$ cat src/design/spq_pkg.sv
package spq_pkg;

    localparam int CAPACITY = 16;
    localparam int COUNT_W  = $clog2(CAPACITY + 1);
    localparam int FILL_W   = 5;

    localparam logic signed [31:0] EMPTY_MARK = -32'sd100001;

    typedef enum logic [1:0] {
        CMD_ENQUEUE = 2'd0,
        CMD_DEQUEUE = 2'd1,
        CMD_PEEK    = 2'd2,
        CMD_SPARE   = 2'd3
    } cmd_t;

    typedef enum logic [1:0] {
        ST_OK    = 2'd0,
        ST_FULL  = 2'd1,
        ST_EMPTY = 2'd2,
        ST_RSVD  = 2'd3
    } status_t;

    typedef struct packed {
        logic [1:0]         cmd;
        logic signed [31:0] priority_req;
        logic signed [31:0] value;
    } spq_req_t;

    typedef struct packed {
        logic signed [31:0] head_priority;
        logic signed [31:0] head_value;
        logic               is_empty;
        logic [FILL_W-1:0]  fill_count;
        logic [1:0]         status;
    } spq_rsp_t;

    typedef struct packed {
        logic signed [31:0] prio;
        logic signed [31:0] value;
    } entry_t;

    typedef enum logic [1:0] {
        OP_HOLD   = 2'd0,
        OP_INSERT = 2'd1,
        OP_SHIFT  = 2'd2,
        OP_IDLE   = 2'd3
    } cell_op_t;

    // broadcast to every cell of the row
    typedef struct packed {
        cell_op_t op;
        entry_t   new_entry;
    } cell_ctl_t;

endpackage

$ cat src/design/spq_cell.sv
module spq_cell (
    input  logic              clk,
    input  spq_pkg::cell_ctl_t ctl,
    input  logic              occ,
    input  logic              left_keep,
    input  spq_pkg::entry_t   left_entry,
    input  spq_pkg::entry_t   right_entry,
    output logic              keep,
    output spq_pkg::entry_t   entry,
    output spq_pkg::entry_t   entry_next
);
    import spq_pkg::*;

    entry_t entry_reg;

    // stays put when it sorts at or ahead of the new priority
    assign keep  = occ && (entry_reg.prio <= ctl.new_entry.prio);
    assign entry = entry_reg;

    always_comb
    begin
        entry_next = entry_reg;
        unique case (ctl.op)
            OP_INSERT:
            begin
                if (keep)
                begin
                    entry_next = entry_reg;
                end
                else if (left_keep)
                begin
                    entry_next = ctl.new_entry;
                end
                else
                begin
                    entry_next = left_entry;
                end
            end
            OP_SHIFT:
            begin
                entry_next = right_entry;
            end
            OP_HOLD, OP_IDLE:
            begin
                entry_next = entry_reg;
            end
            default:
            begin
                entry_next = entry_reg;
            end
        endcase
    end

    always_ff @(posedge clk)
    begin
        entry_reg <= entry_next;
    end

endmodule

$ cat src/design/sorted_priority_queue_core.sv
// channel   direction  ports              transfer when
// command   in         start, busy, req   start high and busy low at a rising edge
// result    out        done, rsp          done high for one cycle, taken at its end
//
// one command is taken per cycle; busy is always low
// every cell compares its entry with the new priority in parallel, so an insert,
// a head removal or a peek completes in the cycle it is taken
// the result appears on rsp with done in the cycle after the command transfer
// reset empties the queue at once; the receiver cannot stall, results are never held
module sorted_priority_queue_core (
    input  logic              clk,
    input  logic              rst_n,
    input  logic              start,
    output logic              busy,
    input  spq_pkg::spq_req_t req,
    output logic              done,
    output spq_pkg::spq_rsp_t rsp
);
    import spq_pkg::*;

    // occupancy of the row; entries at or above the count are stale
    logic [COUNT_W-1:0] count_reg;
    logic [COUNT_W-1:0] count_next;
    logic               done_reg;
    spq_rsp_t           rsp_reg;
    spq_rsp_t           rsp_next;

    cell_ctl_t          ctl;
    status_t            status;

    logic   [CAPACITY-1:0] occ;
    logic   [CAPACITY-1:0] keep;
    entry_t                cell_entry [CAPACITY];
    entry_t                cell_entry_next [CAPACITY];

    logic is_full;
    logic is_none;

    assign busy    = 1'b0;
    assign is_full = (count_reg == COUNT_W'(CAPACITY));
    assign is_none = (count_reg == '0);

    // decode the command into a single row operation
    always_comb
    begin
        ctl.op        = OP_HOLD;
        ctl.new_entry = '{prio: req.priority_req, value: req.value};
        status        = ST_OK;
        count_next    = count_reg;
        if (start)
        begin
            unique case (req.cmd)
                CMD_ENQUEUE:
                begin
                    if (is_full)
                    begin
                        status = ST_FULL;
                    end
                    else
                    begin
                        ctl.op     = OP_INSERT;
                        count_next = count_reg + 1'b1;
                    end
                end
                CMD_DEQUEUE:
                begin
                    if (is_none)
                    begin
                        status = ST_EMPTY;
                    end
                    else
                    begin
                        ctl.op     = OP_SHIFT;
                        count_next = count_reg - 1'b1;
                    end
                end
                default:
                begin
                    // peek and the spare code change nothing
                    ctl.op = OP_HOLD;
                end
            endcase
        end
    end

    // the row of cells, head at index zero
    for (genvar g = 0; g < CAPACITY; g++)
    begin : g_cell
        assign occ[g] = (COUNT_W'(g) < count_reg);

        spq_cell u_cell (
            .clk         (clk),
            .ctl         (ctl),
            .occ         (occ[g]),
            .left_keep   ((g == 0) ? 1'b1 : keep[(g == 0) ? 0 : g - 1]),
            .left_entry  (cell_entry[(g == 0) ? 0 : g - 1]),
            .right_entry (cell_entry[(g == CAPACITY - 1) ? g : g + 1]),
            .keep        (keep[g]),
            .entry       (cell_entry[g]),
            .entry_next  (cell_entry_next[g])
        );
    end

    // result describes the head after the operation
    always_comb
    begin
        rsp_next.is_empty   = (count_next == '0);
        rsp_next.fill_count = FILL_W'(count_next);
        rsp_next.status     = status;
        if (count_next == '0)
        begin
            rsp_next.head_priority = EMPTY_MARK;
            rsp_next.head_value    = EMPTY_MARK;
        end
        else
        begin
            rsp_next.head_priority = cell_entry_next[0].prio;
            rsp_next.head_value    = cell_entry_next[0].value;
        end
    end

    always_ff @(posedge clk or negedge rst_n)
    begin
        if (!rst_n)
        begin
            count_reg <= '0;
            done_reg  <= 1'b0;
        end
        else
        begin
            count_reg <= count_next;
            done_reg  <= start;
        end
    end

    // result payload needs no reset
    always_ff @(posedge clk)
    begin
        if (start)
        begin
            rsp_reg <= rsp_next;
        end
    end

    assign done = done_reg;
    assign rsp  = rsp_reg;

    // count never passes the capacity
    a_count_bound: assert property (@(posedge clk) disable iff (!rst_n)
        count_reg <= COUNT_W'(CAPACITY))
        else $error("occupancy above capacity");

    // every accepted command yields exactly one result in the next cycle
    a_one_result: assert property (@(posedge clk) disable iff (!rst_n)
        start |=> done)
        else $error("missing result strobe");

    // the reported fill matches the live count
    a_fill_match: assert property (@(posedge clk) disable iff (!rst_n)
        done |-> (rsp.fill_count == FILL_W'(count_reg)))
        else $error("fill count out of step");

    // an enqueue to a full queue is dropped with the full status
    a_drop_full: assert property (@(posedge clk) disable iff (!rst_n)
        start && (req.cmd == CMD_ENQUEUE) && is_full |=> (rsp.status == ST_FULL)
            && $stable(count_reg))
        else $error("full enqueue not dropped");

    // empty flag and marker agree
    a_empty_mark: assert property (@(posedge clk) disable iff (!rst_n)
        done && rsp.is_empty |-> (rsp.head_priority == EMPTY_MARK)
            && (rsp.head_value == EMPTY_MARK))
        else $error("empty marker missing");

endmodule
$ cat config.mk
export PLATFORM = sky130hd
export DESIGN_NAME = sorted_priority_queue_core
export DESIGN_NICKNAME = d
export VERILOG_FILES = /design/src/design/spq_pkg.sv /design/src/design/spq_cell.sv /design/src/design/sorted_priority_queue_core.sv
export SDC_FILE = /design/constraint.sdc
export NUM_CORES = 2
export LEC_CHECK = 0
export BUFFER_PORTS_ARGS = -buffer_cell sky130_fd_sc_hd__buf_2
export CORE_MARGIN = 2
export CORE_UTILIZATION = 55
export CTS_BUF_LIST = sky130_fd_sc_hd__clkbuf_8 sky130_fd_sc_hd__clkbuf_16
export DETAILED_ROUTE_END_ITERATION = 6
export PLACE_DENSITY = 0.8
export SYNTH_ARGS = -nofsm -noshare
export SYNTH_HDL_FRONTEND = slang
export SYNTH_SLANG_ARGS = --single-unit
$ cat constraint.sdc
create_clock -name clk -period 13.8 [get_ports clk]
set_input_delay 0.69 -clock clk [delete_from_list [all_inputs] [get_ports clk]]
set_output_delay 0.69 -clock clk [all_outputs]
set_load 0.01 [all_outputs]
# Word level (Yosys, flattened, before mapping)
# Index checks and enable logic that the tools add are counted.
totals:
  input_bits: 69
  regBits: 1102
op_classes:
  eq_ne: 20
  add_sub_neg: 2
  mux: 58
  reduce_logical: 37
  magnitude_cmp: 32
  bitwise_logic: 2
op_table:
  columns: ["operator", "count"]
  rows:
  - ["64-bit two-way mux", 32]
  - ["64-bit case mux with 2 select lines", 14]
  - ["32-bit <= comparator", 16]
  - ["64-bit case mux with 3 select lines", 1]
  - ["4-bit by 5-bit < comparator with 1-bit output (first input constant)", 8]
  - ["2-bit != test (second input constant)", 15]
  - ["2-bit AND reduction", 15]
  - ["3-bit by 5-bit < comparator with 1-bit output (first input constant)", 4]
  - ["1-bit logical AND", 16]
  - ["5-bit two-way mux", 3]
  - ["5-bit logical NOT", 2]
  - ["1-bit by 5-bit < comparator with 1-bit output (first input constant)", 2]
  - ["2-bit by 5-bit < comparator with 1-bit output (first input constant)", 2]
  - ["5-bit case mux with 2 select lines", 1]
  - ["2-bit case mux with 2 select lines", 2]
  - ["2-bit two-way mux", 3]
  - ["5-bit by 1-bit adder with 5-bit output (second input constant)", 1]
  - ["5-bit == test (second input constant)", 1]
  - ["5-bit by 1-bit subtractor with 5-bit output (second input constant)", 1]
  - ["2-bit by 1-bit == test with 1-bit output (second input constant)", 2]
  - ["2-bit == test (second input constant)", 2]
  - ["2-bit logical NOT", 2]
  - ["3-bit OR reduction", 1]
  - ["1-bit two-way mux", 2]
  - ["2 further kinds", 3]

# Logic depth before layout (Yosys ltp)
depth:
  depth_word: 8
  depth_mapped: 15

# By module
# Synthesis repeated with hierarchy kept, for this count alone.
hier_totals:
  cells_unflattened: 9531
  hier_area_um2: 80681.1
modules_own_cells:
  columns: ["mod", "cells_per_inst", "instances", "area_per_inst_um2", "seq_area_each_um2"]
  rows:
  - ["spq_cell at g_cell[0].u_cell ...", 565, 9, 4989.8, 1281.2]
  - ["spq_cell at g_cell[4].u_cell ...", 584, 6, 4396.7, 1281.2]
  - ["spq_cell at g_cell[12].u_cell", 697, 1, 5700.5, 1281.2]
  - ["sorted_priority_queue_core", 245, 1, 3692.3, 2312.2]

# Least setup slack after synthesis
# No wires, ideal clock.
synth_path:
  path_kind: "input to register"
  from: "in req[63] in the netlist's numbering"
  to: "reg g_cell[3].u_cell.entry_reg, in the netlist g_cell[3].u_cell.entry[0] (enable)"
  arrival_time_ps: 6284
  path_stages: 12
  slack_ps: 6992
  setup_time_ps: 524
  path_cell_list: "inv_1 ha_1 nand4_1 nor4_1 nand3_1 a21oi_1 nor3_1 a21oi_1 clkbuf_1 clkbuf_1 o21ai_0 a31oi_1"
synth_between:
  elab_chain_cells: 4
synth_lines:
  columns: ["item", "line_no", "rtl"]
  rows:
  - ["start, declared", "sorted_priority_queue_core.sv:15", "input spq_pkg::spq_req_t req,"]
  - ["32-bit <= comparator", "spq_cell.sv:17", "assign keep = occ && (entry_reg.prio <= ctl.new_entry.prio);"]
  - ["1-bit logical AND", "spq_cell.sv:17", null]
  - ["2-bit != test (no source line)", null, null]
  - ["2-bit AND reduction (no source line)", null, null]
  - ["end signal, assigned", "spq_cell.sv:56", "entry_reg <= entry_next;"]
  - ["end, declared", "spq_cell.sv:14", "entry_t entry_reg;"]
# No other way between the ends.
# A chain may end at the register's enable or synchronous reset.

==> flow_summary.toml <==
[run_status]
run_status = "completed"

[detailed_routing]
drc_errors = 0
detail-route-antenna-nets = 0
drt_iter0_markers = 8744
vias = 54300
vias_per_cell = 6.89
drt_first_pass_iters = 7
wl_per_cell_um = 27.6
wirelength_um = 218000

[timing]
clock.fmax_mhz = 164
skew_ps = 39.6
tightest_slew_ps = 1310
fin_crit_ps = 6100
period_share = 0.442
maxSlewViolCount = 0
fin_tns_setup_ps = 0
relSlewSlack = 0.129
setup_viol = 0
hold_violations = 0
rsz0062_at_grt = "false"

[placed_design]
place_area_mm2 = 0.0695
gp_congestion = 0.989
place_hpwl_um = 138000
numPortBuffers = 141

[logic_synthesis]
ys_seq_elements = 1102
synth_ff_type = "edfxtp_1"
synth-edff-count = 1032
yosysTopAreaCell = "edfxtp_1"
ys_warn_count = 0
netlist-cell-type-count = 71
avgSynthCellArea_um2 = 10.7
syn_inst = 6309
synth_top_area_frac = 0.457
synth_area_mm2 = 0.0678
syn_nets = 6896
synth_area_leaders = "edfxtp_1 46%, mux2i_1 10%, ha_1 9.6%"
async_reset_ff_frac = 0.00544
ys_seq_area_frac = 0.478

[setup_path]
cp_max_fo = 302
critPathRequiredTime_ps = 14320
cp.depth = 11
worst_r2r_path_depth = 11
startpoint_type = "flip-flop"
r2r_start = "count_reg[1]"
r2r_setup_slack_ps = 7700
timing.rr.end = "g_cell[9].u_cell.entry[20]"
worstPathArrival_ps = 6620
path_cells = "inv_1 > ha_1 > or4b_2 > nand3_1 > inv_1 > ha_4 > buf_4 > buf_4 > buf_12 > nor2b_1 > a221o_1"
slowest_stage = "buf_4"
critPathMaxStageDelay_ps = 800
crit_family = "buffers and inverters"
crit_buf_inv = 5
worstSetupEndpointType = "flip-flop"
worstSetupPathType = "flip-flop to flip-flop"

[global_routing]
grt_max_degree = 303
antenna_found_initial = 22
grt_pass1_wl_um = 324000
grt.total_usage = 0.336
grt_pass1_vias = 51800
grt_overflow_total = 0

[floorplanning]
die_area_mm2 = 0.126
ios = 143
start_util = 0.555
die_w_um = 355
core_mm2 = 0.122
fp-row-count = 128
die_y_um = 355

[cts]
clock_sinks = 1102
clock_latency_ps = 770
cts.path.max_buffers = 3
cts_root_buf = "clkbuf_16"
htree_levels = 3
clk_pin_slew_ps = 60
tritoncts = "built"
post-cts-setup-buffers = 0
cts_buffers = 116

[job]
drv_cap = 0

[cells_and_area]
syn2layout_area_growth_pct = 8.35
final_area_mm2 = 0.0734
drive_gt1_frac = 0.0828
nNetsFinal = 6746
largest_reg_flops = 1024

[power]
peakVddDrop_mv = 0.153
powerDensity_mw_per_mm2 = 185
leakage_nw = 28.1

[hold_path]
hp-class = "input pin to async pin"
synthesized netlist by cell type (67+ instances only):
library cell,n
o211ai_1,72
o21ai_0,787
mux2i_1,707
nand4_1,105
inv_1,77
o22ai_1,67
edfxtp_1,1032
nand2b_1,70
a21boi_0,68
o31a_1,68
nor3b_1,127
a21oi_1,228
nand2_1,874
buf_2,69
ha_1,518
nor2_1,111
a221o_1,133
clkbuf_1,407
worst register-to-register path: cells and delay by family (launching register included):
kind                       cells  cell delay, ps
and+or+nand+nor                3            1030
adders and majority gates      2            1020
buffers and inverters          5            2810
AOI/OAI and AO/OA              1             360
DFF                            1             650
layer usage:
metal  wire length (um)  vias up  share of wire  global-route usage
li1                   -    23800              -                   -
met1              84200    26300           0.39               0.463
met2              94100     3544           0.43               0.503
met3              27800      656           0.13              0.0802
met4              11500       26          0.053               0.158
met5                185        -        0.00085                   0
report_power, final:
| part | internal [mW] | total, mW | switching, mW |
|---|---|---|---|
| Clock | 1.83 | 3.26 | 1.43 |
| Sequential | 4.74 | 5.29 | 0.548 |
| Combinational | 1.92 | 5.01 | 3.09 |
| Total | 8.49 | 13.6 | 5.07 |
logic make-up after synthesis:
family	after synthesis	share of synthesized area
compound gates	1747	0.164
buf+inv	578	0.0347
fa+ha+maj	518	0.0956
flops	1102	0.478
mux	771	0.115
other cells	1	0.0000553
xor+xnor	1	0.000129
simple gates	1591	0.112
final cells by class:
cell class                 instances  area, um2
timing repair buffer             232       1440
inverter                          78        298
multi-input combinational       4629      33300
antenna                           10       25.0
sequential                      1102      32400
clock inverter                    78        671
clock buffer                     138       3220
fill                            9690      48600
tap                             1625       2030
placed cells by master, fill, tap and decap left out, drive strengths merged, types with 46 or more instances in the layout:
master,n
ha,518
or3,65
o211ai,72
a221o,133
a21oi,228
a22o,52
clkbuf,138
mux2i,707
nand4,105
buf,231
edfxtp,1032
nand2b,70
inv,98
and3,64
o22ai,67
nor2,111
clkinv,46
nand2,874
o21ai,831
mux2,64
nand3,53
nor3b,127
o31a,68
a21boi,68
dfxtp,64
nor2b,54
o311a,64
what timing repair did:
action	in CTS	in global routing
hold endpoints to repair	6	0
hold buffers	1	0
resized for setup	0	0
through the flow:
| step | std cells | hold slack, ps | power, mW | setup WS (ps) | util |
|---|---|---|---|---|---|
| 6_report | 7892 | 315 | 13.6 | 7700 | 0.602 |
| 5_1_grt | 7884 | 316 | 14.0 | 7540 | 0.601 |
| 4_1_cts | 7882 | 274 | 13.4 | 8010 | 0.601 |
| 3_5_place_dp | 7665 | 514 | 10.2 | 7280 | 0.569 |
| 3_3_place_gp | 7665 | 502 | 9.96 | 7310 | 0.569 |
| 2_1_floorplan | 6309 | 394 | 8.60 | 6990 | - |
worst max path at each step:
stage,start,endpoint,slack (ps)
3_3_place_gp,req[44],g_cell[10].u_cell.entry[21],7310
4_1_cts,count_reg[1],rsp[69],8010
5_1_grt,count_reg[1],g_cell[9].u_cell.entry[20],7540
6_report,count_reg[1],g_cell[9].u_cell.entry[20],7700
2_1_floorplan,req[63],g_cell[3].u_cell.entry[0],6990
3_5_place_dp,req[59],rsp[38],7280
Power figures use the tool's default switching activity.
